`config.mk`:
```
export PLATFORM = sky130hd
export DESIGN_NAME = hebbian_window_weight_update_core_flat
export DESIGN_NICKNAME = d
export VERILOG_FILES = /design/src/rtl/hwwu_pkg.sv /design/src/rtl/hwwu_in_if.sv /design/src/rtl/hwwu_out_if.sv /design/src/rtl/hwwu_ram.sv /design/src/rtl/hwwu_seq.sv /design/src/rtl/hebbian_window_weight_update_core.sv /design/src/flat_wrapper.sv
export SDC_FILE = /design/constraint.sdc
export NUM_CORES = 1
export LEC_CHECK = 0
export BUFFER_PORTS_ARGS = -buffer_cell sky130_fd_sc_hd__buf_2
export CAP_MARGIN = 5
export CELL_PAD_IN_SITES_DETAIL_PLACEMENT = 0
export CELL_PAD_IN_SITES_GLOBAL_PLACEMENT = 1
export CORE_MARGIN = 2
export CORE_UTILIZATION = 45
export CTS_CLUSTER_DIAMETER = 100
export DETAILED_ROUTE_END_ITERATION = 8
export PLACE_DENSITY_LB_ADDON = 0.12
export SLEW_MARGIN = 20
export SYNTH_ARGS = -nofsm -noshare
export SYNTH_HDL_FRONTEND = slang
export SYNTH_HIERARCHICAL = 1
export SYNTH_SLANG_ARGS = --single-unit
```
`constraint.sdc`:
```
create_clock -name clk -period 5.7 [get_ports clk]
set_input_delay 1.14 -clock clk [delete_from_list [all_inputs] [get_ports clk]]
set_output_delay 1.14 -clock clk [all_outputs]
set_load 0.05 [all_outputs]
```
`src/rtl/hwwu_pkg.sv`:
```
// shared types, constants and microcode for the hebbian window weight update block
package hwwu_pkg;

  localparam int WEIGHT_W = 16;
  localparam int TIME_W   = 32;
  localparam int CFG_W    = 32;
  localparam int CFG_IDX_W = 2;
  localparam int PC_W     = 3;

  localparam logic [CFG_IDX_W-1:0] REG_WEIGHT_MAX  = 2'd0;
  localparam logic [CFG_IDX_W-1:0] REG_WEIGHT_STEP = 2'd1;
  localparam logic [CFG_IDX_W-1:0] REG_WINDOW      = 2'd2;

  localparam logic [WEIGHT_W-1:0] WEIGHT_MAX_RST  = 16'd16384;
  localparam logic [WEIGHT_W-1:0] WEIGHT_STEP_RST = 16'd1638;
  localparam logic [TIME_W-1:0]   WINDOW_RST      = 32'd500;

  localparam logic OPC_POST = 1'b0;
  localparam logic OPC_PRE  = 1'b1;

  typedef logic [PC_W-1:0] pc_t;

  localparam pc_t PC_DISPATCH = 3'd0;
  localparam pc_t PC_FIRST    = 3'd1;
  localparam pc_t PC_LOAD     = 3'd2;
  localparam pc_t PC_WALK     = 3'd3;
  localparam pc_t PC_EVAL     = 3'd4;
  localparam pc_t PC_PUSH     = 3'd5;
  localparam pc_t PC_RESULT   = 3'd6;

  typedef enum logic [2:0] {
    UOP_DISPATCH,
    UOP_FIRST,
    UOP_LOAD,
    UOP_WALK,
    UOP_EVAL,
    UOP_PUSH,
    UOP_RESULT
  } uop_t;

  typedef struct packed {
    uop_t op;
    pc_t  jmp;
  } ctrl_t;

  typedef struct packed {
    logic branch;
    logic go;
  } seq_stat_t;

  function automatic ctrl_t ucode_rom(input pc_t pc);
    ctrl_t cw;
    case (pc)
      PC_DISPATCH: cw = '{op: UOP_DISPATCH, jmp: PC_PUSH};
      PC_FIRST:    cw = '{op: UOP_FIRST,    jmp: PC_DISPATCH};
      PC_LOAD:     cw = '{op: UOP_LOAD,     jmp: PC_DISPATCH};
      PC_WALK:     cw = '{op: UOP_WALK,     jmp: PC_EVAL};
      PC_EVAL:     cw = '{op: UOP_EVAL,     jmp: PC_RESULT};
      PC_PUSH:     cw = '{op: UOP_PUSH,     jmp: PC_DISPATCH};
      PC_RESULT:   cw = '{op: UOP_RESULT,   jmp: PC_DISPATCH};
      default:     cw = '{op: UOP_DISPATCH, jmp: PC_DISPATCH};
    endcase
    return cw;
  endfunction

  function automatic logic [TIME_W-1:0] abs_diff(input logic [TIME_W-1:0] a,
                                                 input logic [TIME_W-1:0] b);
    return (a > b) ? (a - b) : (b - a);
  endfunction

endpackage

```
`src/rtl/hwwu_in_if.sv`:
```
// input channel: opcode and event time with valid/ready
interface hwwu_in_if;
  logic        valid;
  logic        ready;
  logic        opcode;
  logic [31:0] event_time;

  modport source(output valid, output opcode, output event_time, input ready);
  modport sink(input valid, input opcode, input event_time, output ready);
endinterface

```
`src/rtl/hwwu_out_if.sv`:
```
// result channel: weight and potentiation flag with valid/ready
interface hwwu_out_if;
  logic        valid;
  logic        ready;
  logic [15:0] weight_now;
  logic        potentiated;

  modport source(output valid, output weight_now, output potentiated, input ready);
  modport sink(input valid, input weight_now, input potentiated, output ready);
endinterface

```
`src/rtl/hwwu_ram.sv`:
```
// generic single write port, single read port ram with registered read
module hwwu_ram #(
  parameter int WIDTH = 32,
  parameter int DEPTH = 8
) (
  input  logic                     clk,
  input  logic                     we,
  input  logic [$clog2(DEPTH)-1:0] waddr,
  input  logic [WIDTH-1:0]         wdata,
  input  logic [$clog2(DEPTH)-1:0] raddr,
  output logic [WIDTH-1:0]         rdata
);

  logic [WIDTH-1:0] mem [DEPTH];
  logic [WIDTH-1:0] rdata_r;

  always_ff @(posedge clk) begin
    if (we) begin
      mem[waddr] <= wdata;
    end
    rdata_r <= mem[raddr];
  end

  assign rdata = rdata_r;

endmodule

```
`src/rtl/hwwu_seq.sv`:
```
// microcode sequencer: step counter, control rom and branch logic
module hwwu_seq (
  input  logic              clk,
  input  logic              rst_n,
  input  hwwu_pkg::seq_stat_t stat,
  output hwwu_pkg::ctrl_t   ctrl
);
  import hwwu_pkg::*;

  pc_t pc_r;
  pc_t pc_nxt;

  assign ctrl = ucode_rom(pc_r);

  always_comb begin
    if (stat.branch) begin
      pc_nxt = ctrl.jmp;
    end else if (stat.go) begin
      pc_nxt = pc_r + pc_t'(1);
    end else begin
      pc_nxt = pc_r;
    end
  end

  always_ff @(posedge clk) begin
    if (!rst_n) begin
      pc_r <= PC_DISPATCH;
    end else begin
      pc_r <= pc_nxt;
    end
  end

endmodule

```
`src/rtl/hebbian_window_weight_update_core.sv`:
```
// top level: hebbian coincidence-window weight update for one synapse
//
// in_ch carries one word per item: opcode 0 stores a postsynaptic spike time
// in the ring, opcode 1 checks a presynaptic release time against the ring
// and may raise the weight by weight_step, bounded by weight_max.
// out_ch returns one word per item: the weight after it and a potentiated flag.
// cfg_we/cfg_index/cfg_wdata write weight_max (0), weight_step (1) and
// coincidence_window (2); write only while no item is in flight.
// a microcode sequencer runs each item; the ring sits in a ram with one read
// port, so the walk reads one entry per cycle.
// a post spike item runs dispatch, push and result; a check item runs
// dispatch, first, load, walk (ends early when the distance grows),
// eval and result; a skipped check (weight already full) goes via push.
// a new item is accepted when the sequencer is back at dispatch, even while
// the previous result still waits in the output register; if the receiver
// stalls, the next item finishes and holds at the result step.
// reset clears the weight, the ring (through per-entry valid bits), the
// newest slot pointer and loads the default register values.
module hebbian_window_weight_update_core #(
  parameter int RING_DEPTH = 8
) (
  input  logic                           clk,
  input  logic                           rst_n,
  hwwu_in_if.sink                        in_ch,
  hwwu_out_if.source                     out_ch,
  input  logic                           cfg_we,
  input  logic [hwwu_pkg::CFG_IDX_W-1:0] cfg_index,
  input  logic [hwwu_pkg::CFG_W-1:0]     cfg_wdata
);
  import hwwu_pkg::*;

  localparam int SLOT_W = $clog2(RING_DEPTH);
  localparam logic [SLOT_W-1:0] SLOT_LAST = SLOT_W'(RING_DEPTH - 1);

  ctrl_t     ctrl;
  seq_stat_t stat;

  logic [WEIGHT_W-1:0] wmax_r;
  logic [WEIGHT_W-1:0] wstep_r;
  logic [TIME_W-1:0]   win_r;

  logic [WEIGHT_W-1:0] wgt_r;
  logic                pot_r;
  logic                op_r;
  logic [TIME_W-1:0]   time_r;
  logic [TIME_W-1:0]   best_r;
  logic [SLOT_W-1:0]   cnt_r;
  logic [SLOT_W-1:0]   rd_slot_r;
  logic [SLOT_W-1:0]   newest_r;
  logic [RING_DEPTH-1:0] ring_vld_r;
  logic                vld_q_r;

  logic                out_valid_r;
  logic [WEIGHT_W-1:0] out_wgt_r;
  logic                out_pot_r;

  logic                in_acc;
  logic [WEIGHT_W:0]   wsum;
  logic                eligible;
  logic [SLOT_W-1:0]   slot_back;
  logic [SLOT_W-1:0]   slot_fwd;
  logic [SLOT_W-1:0]   rd_addr;
  logic                ram_we;
  logic [TIME_W-1:0]   ram_rdata;
  logic [TIME_W-1:0]   rd_time;
  logic [TIME_W-1:0]   gap;
  logic                farther;
  logic                out_load;

  hwwu_seq u_seq (
    .clk  (clk),
    .rst_n(rst_n),
    .stat (stat),
    .ctrl (ctrl)
  );

  hwwu_ram #(
    .WIDTH(TIME_W),
    .DEPTH(RING_DEPTH)
  ) u_ring (
    .clk  (clk),
    .we   (ram_we),
    .waddr(slot_fwd),
    .wdata(time_r),
    .raddr(rd_addr),
    .rdata(ram_rdata)
  );

  assign in_ch.ready = (ctrl.op == UOP_DISPATCH);
  assign in_acc      = in_ch.valid && in_ch.ready;

  assign wsum     = {1'b0, wgt_r} + {1'b0, wstep_r};
  assign eligible = (wsum <= {1'b0, wmax_r});

  assign slot_back = (rd_slot_r == '0) ? SLOT_LAST : rd_slot_r - SLOT_W'(1);
  assign slot_fwd  = (newest_r == SLOT_LAST) ? '0 : newest_r + SLOT_W'(1);
  assign rd_addr   = (ctrl.op == UOP_FIRST) ? newest_r : slot_back;

  assign ram_we  = (ctrl.op == UOP_PUSH) && (op_r == OPC_POST);
  assign rd_time = vld_q_r ? ram_rdata : '0;
  assign gap     = abs_diff(time_r, rd_time);
  assign farther = (gap > best_r);

  assign out_load = !out_valid_r || out_ch.ready;

  always_comb begin
    stat = '{branch: 1'b0, go: 1'b0};
    case (ctrl.op)
      UOP_DISPATCH: begin
        stat.go     = in_acc;
        stat.branch = in_acc && !((in_ch.opcode == OPC_PRE) && eligible);
      end
      UOP_FIRST: stat.go = 1'b1;
      UOP_LOAD:  stat.go = 1'b1;
      UOP_WALK:  stat.branch = farther || (cnt_r == SLOT_LAST);
      UOP_EVAL:  stat.branch = 1'b1;
      UOP_PUSH:  stat.go = 1'b1;
      UOP_RESULT: stat.branch = out_load;
      default: stat = '{branch: 1'b0, go: 1'b0};
    endcase
  end

  // config registers
  always_ff @(posedge clk) begin
    if (!rst_n) begin
      wmax_r  <= WEIGHT_MAX_RST;
      wstep_r <= WEIGHT_STEP_RST;
      win_r   <= WINDOW_RST;
    end else if (cfg_we) begin
      case (cfg_index)
        REG_WEIGHT_MAX:  wmax_r  <= cfg_wdata[WEIGHT_W-1:0];
        REG_WEIGHT_STEP: wstep_r <= cfg_wdata[WEIGHT_W-1:0];
        REG_WINDOW:      win_r   <= cfg_wdata[TIME_W-1:0];
        default: ;
      endcase
    end
  end

  // datapath payload
  always_ff @(posedge clk) begin
    vld_q_r <= ring_vld_r[rd_addr];
    case (ctrl.op)
      UOP_DISPATCH: begin
        if (in_acc) begin
          op_r   <= in_ch.opcode;
          time_r <= in_ch.event_time;
        end
      end
      UOP_FIRST: rd_slot_r <= newest_r;
      UOP_LOAD: begin
        best_r    <= gap;
        rd_slot_r <= slot_back;
        cnt_r     <= SLOT_W'(1);
      end
      UOP_WALK: begin
        if (!farther) begin
          best_r    <= gap;
          rd_slot_r <= slot_back;
          cnt_r     <= cnt_r + SLOT_W'(1);
        end
      end
      default: ;
    endcase
  end

  // synapse state
  always_ff @(posedge clk) begin
    if (!rst_n) begin
      wgt_r      <= '0;
      pot_r      <= 1'b0;
      newest_r   <= '0;
      ring_vld_r <= '0;
    end else begin
      case (ctrl.op)
        UOP_DISPATCH: begin
          if (in_acc) begin
            pot_r <= 1'b0;
          end
        end
        UOP_EVAL: begin
          if (best_r < win_r) begin
            wgt_r <= wsum[WEIGHT_W-1:0];
            pot_r <= (wstep_r != '0);
          end
        end
        UOP_PUSH: begin
          if (ram_we) begin
            newest_r             <= slot_fwd;
            ring_vld_r[slot_fwd] <= 1'b1;
          end
        end
        default: ;
      endcase
    end
  end

  // output register
  always_ff @(posedge clk) begin
    if (!rst_n) begin
      out_valid_r <= 1'b0;
    end else if ((ctrl.op == UOP_RESULT) && out_load) begin
      out_valid_r <= 1'b1;
    end else if (out_ch.ready) begin
      out_valid_r <= 1'b0;
    end
  end

  always_ff @(posedge clk) begin
    if ((ctrl.op == UOP_RESULT) && out_load) begin
      out_wgt_r <= wgt_r;
      out_pot_r <= pot_r;
    end
  end

  assign out_ch.valid       = out_valid_r;
  assign out_ch.weight_now  = out_wgt_r;
  assign out_ch.potentiated = out_pot_r;

  a_ring_write_post_only: assert property (@(posedge clk) disable iff (!rst_n)
    ram_we |-> (op_r == OPC_POST))
    else $error("ring written by a check word");

  a_walk_count_bound: assert property (@(posedge clk) disable iff (!rst_n)
    (ctrl.op == UOP_WALK) |-> (cnt_r <= SLOT_LAST) && (cnt_r != '0))
    else $error("walk count out of range");

  a_weight_changes_in_eval: assert property (@(posedge clk) disable iff (!rst_n)
    !$stable(wgt_r) |-> $past(ctrl.op == UOP_EVAL))
    else $error("weight changed outside evaluation");

  a_pot_within_bound: assert property (@(posedge clk) disable iff (!rst_n)
    (out_valid_r && out_pot_r) |-> (out_wgt_r <= wmax_r) && (out_wgt_r != '0))
    else $error("potentiated weight above bound");

endmodule

```
`src/flat_wrapper.sv`:
```
// flat-port wrapper written by rule: the top's interface ports become plain ports
module hebbian_window_weight_update_core_flat import hwwu_pkg::*;
#(
  parameter int RING_DEPTH = 8
)
  (clk, rst_n, cfg_we, cfg_index, cfg_wdata, in_ch_valid, in_ch_opcode, in_ch_event_time, in_ch_ready, out_ch_valid, out_ch_weight_now, out_ch_potentiated, out_ch_ready);
  hwwu_in_if in_ch_i ();
  hwwu_out_if out_ch_i ();
  input  logic clk;
  input  logic rst_n;
  input  logic cfg_we;
  input  logic [hwwu_pkg::CFG_IDX_W-1:0] cfg_index;
  input  logic [hwwu_pkg::CFG_W-1:0] cfg_wdata;
  input wire logic [$bits(in_ch_i.valid)-1:0] in_ch_valid;
  input wire logic [$bits(in_ch_i.opcode)-1:0] in_ch_opcode;
  input wire logic [$bits(in_ch_i.event_time)-1:0] in_ch_event_time;
  output wire logic [$bits(in_ch_i.ready)-1:0] in_ch_ready;
  output wire logic [$bits(out_ch_i.valid)-1:0] out_ch_valid;
  output wire logic [$bits(out_ch_i.weight_now)-1:0] out_ch_weight_now;
  output wire logic [$bits(out_ch_i.potentiated)-1:0] out_ch_potentiated;
  input wire logic [$bits(out_ch_i.ready)-1:0] out_ch_ready;
  assign in_ch_i.valid = in_ch_valid;
  assign in_ch_i.opcode = in_ch_opcode;
  assign in_ch_i.event_time = in_ch_event_time;
  assign in_ch_ready = in_ch_i.ready;
  assign out_ch_valid = out_ch_i.valid;
  assign out_ch_weight_now = out_ch_i.weight_now;
  assign out_ch_potentiated = out_ch_i.potentiated;
  assign out_ch_i.ready = out_ch_ready;
  hebbian_window_weight_update_core #(.RING_DEPTH(RING_DEPTH)) u_core (.clk(clk), .rst_n(rst_n), .in_ch(in_ch_i), .out_ch(out_ch_i), .cfg_we(cfg_we), .cfg_index(cfg_index), .cfg_wdata(cfg_wdata));
endmodule
```
==> impl_metrics.json <==
{
  "post_drt_via_cell_ratio": 5.324,
  "remaining_drc_errors": 0,
  "layout.cell_area.non_filler_um2": 29670,
  "cts_tree": "done",
  "worst_slew_pin_slew_ns": 0.9316,
  "ffs_w_async_s_r_synth_pct": 0,
  "critPathMaxFanout": 7,
  "clock_tree.htree_level_count": 2,
  "reg2reg_from": "u_core/vld_q_r$_DFF_P_",
  "numClockSinks": 473,
  "path_class": "reg -> reg",
  "clkLatencyLatePin_ns": 0.61,
  "num-nets-final": 2543,
  "cts_root_buf": "sky130_fd_sc_hd__clkbuf_16",
  "maxUsedRoutingLayer": "met4",
  "floorplan.rows": 84,
  "timing.hold.worst.class": "reg -> reg",
  "postCtsHoldBufs": 0,
  "number_of_antenna_violations_at_the_first_check_in_global_routing": 0,
  "p_leak_nw": 12.00,
  "largest_clock_skew_in_the_final_design_ns": 0.01578,
  "cp_data_arrival_time_ns": 6.16,
  "max-cap-violations": 0,
  "yosysSeqAreaShare_pct": 54.46,
  "dpl.hpwl_um": 41810,
  "synth_nets": 2183,
  "synth_enable_flop_cells": 344,
  "filler_cell_count": 4364,
  "p_total_mw": 16.93,
  "flow.area_growth_from_synthesis_pct": 25.16,
  "holdPathEnd": "u_core/out_ch.potentiated$_DFFE_PP_",
  "die_y_um": 233.5,
  "grt_start_max_net_pins": 97,
  "drt.antenna.violating_nets": 0,
  "worst_ep_required_time_ns": 6.02,
  "clock_tree.buffer_depth": 3,
  "die_area_um2": 54540,
  "met1_length_um": 28980,
  "final.setup.worst_slack_ns": -0.1399,
  "vdd.ir_drop.worst_v": 0.0004001,
  "worstRegToRegCells": 31,
  "cts_buffers": 51,
  "grt_overflow": 0,
  "route.vias.total": 16133,
  "power_per_cell_area_nw_per_um2": 570.6,
  "startpoint_type": "register",
  "fin_crit_ns": 5.840,
  "initial_core_utilization_pct": 45.30,
  "path_clk_slew_ns": 0.06,
  "first_pass_iters": 5,
  "ys_warn_count": 6,
  "drt_first_iter_violations": 987,
  "outcome": "finished with violations",
  "met3WireLength_um": 2587,
  "r2r-end": "u_core/cnt_r[0]$_SDFFCE_PN1P_",
  "wl_um": 59800,
  "timing_hold_violations_final": 0,
  "antennaDiodeCount": 0,
  "finalSetupViolCount": 38,
  "grt_util_all_layers_pct": 22.03,
  "final-max-slew-violation-count": 0,
  "netlist-cell-type-count": 81,
  "synth_cells": 1939,
  "die_width_um": 233.5,
  "ios": 91,
  "hold_depth": 0,
  "route.detailed.wl_per_inst_um": 19.73,
  "failing_checks": "setup timing",
  "rsz_0062_raised_after_global_routing": "true",
  "relSlewSlack_pct": 37.74,
  "netlist_area_um2": 23710,
  "fin_crit_sh_pct": 102.5,
  "yosys_most_used_dff": "sky130_fd_sc_hd__edfxtp_1",
  "port_buffers": 90,
  "via_count_of_the_first_global_routing_pass": 16098,
  "endpoint_kind": "register",
  "grt_first_pass_wirelength_um": 91780,
  "final_layout_size_suffix_gt1_share_pct": 28.27,
  "met2_length_um": 26850,
  "dpl_cell_area_um2": 26630,
  "synth_seq_cells": 473,
  "pre_cts_slack_ns": -0.3984,
  "place_congestion": 0.8751,
  "postSynthAreaPerCell_um2": 12.23,
  "critPathMaxStageDelay_ns": 0.39,
  "achievable-frequency_mhz": 171.2,
  "r2r_setup_slack_ns": -0.14,
  "holdCritStartpoint": "u_core/pot_r$_SDFFE_PN0P_",
  "crit_path_top_delay_cell": "sky130_fd_sc_hd__dfxtp_4",
  "core_region_area_um2": 52340
}
## stage by stage
step,hold WS (ns),TNS [ns],utilization [%],instances
floorplan,0.4001,0,-,1939
global placement,0.4095,-8.928,50.87,2888
detailed placement,0.4140,-15.32,50.88,2888
CTS,0.4307,-2.836,56.05,3022
global route,0.4374,-13.27,56.70,3030
finish,0.4320,-4.156,56.70,3030
## kinds of logic after synthesis
logic type	share of synthesized area (%)
flip-flops	54.46
AND/OR/NAND/NOR	9.441
adder cells (fa/ha/maj)	9.172
XOR/XNOR	1.551
multiplexers	9.652
buffers and inverters	4.470
AO/OA/AOI/OAI	11.26
## cells in the final DEF, fill, tap and decap left out, drive strengths merged, types with 4 or more instances in the layout
cell / count
nor4: 8
o21a: 17
nand4: 20
nand3: 30
mux2: 34
clkinvlp: 9
a211oi: 15
clkinv: 20
mux2i: 31
a21oi: 109
buf: 379
ha: 169
or2: 5
nor3b: 5
o41ai: 4
a21boi: 59
nor2b: 35
a31oi: 8
clkbuf: 59
edfxtp: 344
a221oi: 5
a21o: 53
o21bai: 21
xnor2: 26
mux4: 64
and3: 11
and2: 7
a2111oi: 8
nand2: 236
o21ai: 52
bufinv: 7
or3: 7
nand2b: 15
nor3: 22
inv: 177
o211ai: 22
dfxtp: 129
nor2: 61
xor2: 16
## how the worst max path moves through the flow
stage	from	end	slack, ns	cells after the start
4_1_cts	u_core/vld_q_r$_DFF_P_	u_core/best_r[16]$_DFFE_PP_	-0.10	27
6_report	u_core/vld_q_r$_DFF_P_	u_core/cnt_r[0]$_SDFFCE_PN1P_	-0.14	31
3_3_place_gp	u_core/vld_q_r$_DFF_P_	u_core/best_r[20]$_DFFE_PP_	-0.24	27
2_1_floorplan	u_core/vld_q_r$_DFF_P_	u_core/best_r[0]$_DFFE_PP_	0.02	26
5_1_grt	u_core/vld_q_r$_DFF_P_	u_core/cnt_r[0]$_SDFFCE_PN1P_	-0.36	31
3_5_place_dp	u_core/vld_q_r$_DFF_P_	u_core/best_r[26]$_DFFE_PP_	-0.40	27
## cell type report
type                    count  area (um^2)  area share [%]
clock buffers              59         1336           4.503
clock inverters            37        424.2           1.429
well taps                 688        860.8           2.901
multi-input cells        1216        10570           35.61
inverters                 176        665.6           2.243
repair buffers            381         2905           9.790
flip-flops and latches    473        12920           43.53
## critical path, delay by kind of cell (launching register included)
family / cells / cell delay, ns
and+or+nand+nor: 5 / 0.62
xor gates and xnor gates: 1 / 0.11
buffers and inverters: 11 / 1.60
AOI/OAI and AO/OA: 12 / 2.42
adders and majority gates: 2 / 0.42
DFF: 1 / 0.39
## registers in the layout (all words and copies together) (netlist names)
name / flops
u_core/pot_r: 1
u_core/out_ch.valid: 1
u_core/u_seq/pc_r: 3
u_core/newest_r: 3
u_core/ring_vld_r: 8
u_core/time_r: 32
u_core/win_r: 32
u_core/out_ch.weight_now: 16
u_core/wstep_r: 16
u_core/cnt_r: 3
u_core/u_ring/rdata: 32
u_core/vld_q_r: 1
u_core/best_r: 32
u_core/rd_slot_r: 3
u_core/wgt_r: 16
u_core/out_ch.potentiated: 1
u_core/u_ring/mem: 256
u_core/op_r: 1
u_core/wmax_r: 16
## synthesized netlist by cell type, types with 4 or more instances
cell type                   number  area [um^2]
sky130_fd_sc_hd__a2111oi_0       8        70.07
sky130_fd_sc_hd__a211oi_1       13        97.59
sky130_fd_sc_hd__a21boi_0       55        412.9
sky130_fd_sc_hd__a21boi_1        4        30.03
sky130_fd_sc_hd__a21o_1         53        397.9
sky130_fd_sc_hd__a21oi_1       108        540.5
sky130_fd_sc_hd__a31oi_1         8        50.05
sky130_fd_sc_hd__and2_1          7        43.79
sky130_fd_sc_hd__and3_1         11        68.82
sky130_fd_sc_hd__buf_1           6        22.52
sky130_fd_sc_hd__buf_2          19        95.09
sky130_fd_sc_hd__buf_4           5        37.54
sky130_fd_sc_hd__buf_6          10        112.6
sky130_fd_sc_hd__clkbuf_1       35        131.4
sky130_fd_sc_hd__dfxtp_1       129         2582
sky130_fd_sc_hd__edfxtp_1      344        10330
sky130_fd_sc_hd__ha_1          169         2115
sky130_fd_sc_hd__inv_1         176        660.6
sky130_fd_sc_hd__mux2_2         33        371.6
sky130_fd_sc_hd__mux2i_1        31        310.3
sky130_fd_sc_hd__mux4_1         40         1051
sky130_fd_sc_hd__mux4_2         24        540.5
sky130_fd_sc_hd__nand2_1       235        882.1
sky130_fd_sc_hd__nand2b_1       15        93.84
sky130_fd_sc_hd__nand3_1        29        145.1
sky130_fd_sc_hd__nand4_1        18        112.6
sky130_fd_sc_hd__nor2_1         61        229.0
sky130_fd_sc_hd__nor2b_1        34        212.7
sky130_fd_sc_hd__nor3_1         22        110.1
sky130_fd_sc_hd__nor3b_1         5        37.54
sky130_fd_sc_hd__nor4_1          7        43.79
sky130_fd_sc_hd__o211ai_1       21        157.7
sky130_fd_sc_hd__o21a_1         17        127.6
sky130_fd_sc_hd__o21ai_0        44        220.2
sky130_fd_sc_hd__o21ai_1         6        30.03
sky130_fd_sc_hd__o21bai_1       21        157.7
sky130_fd_sc_hd__o41ai_1         4        35.03
sky130_fd_sc_hd__or2_2           4        25.02
sky130_fd_sc_hd__or3_1           7        43.79
sky130_fd_sc_hd__xnor2_1        26        227.7
sky130_fd_sc_hd__xor2_1         16        140.1
## where the power goes
group | internal (mW) | switching [mW]
clock | 2.02 | 1.42
combinational | 4.35 | 4.52
sequential | 4.37 | 0.256
total | 10.7 | 6.20
## metal layers
metal | global-route usage [%] | vias to the layer above
li1 | - | 7837
met1 | 32.02 | 7881
met2 | 34.50 | 320
met3 | 3.308 | 95
met4 | 5.795 | 0
met5 | 0 | -
## timing repair
action	CTS	global route
gates cloned	6	0
resized for setup	95	55
buffers inserted	32	8
pin swaps	25	36
setup endpoints to repair	41	41
Note: power is estimated with default switching activity, not from simulation.
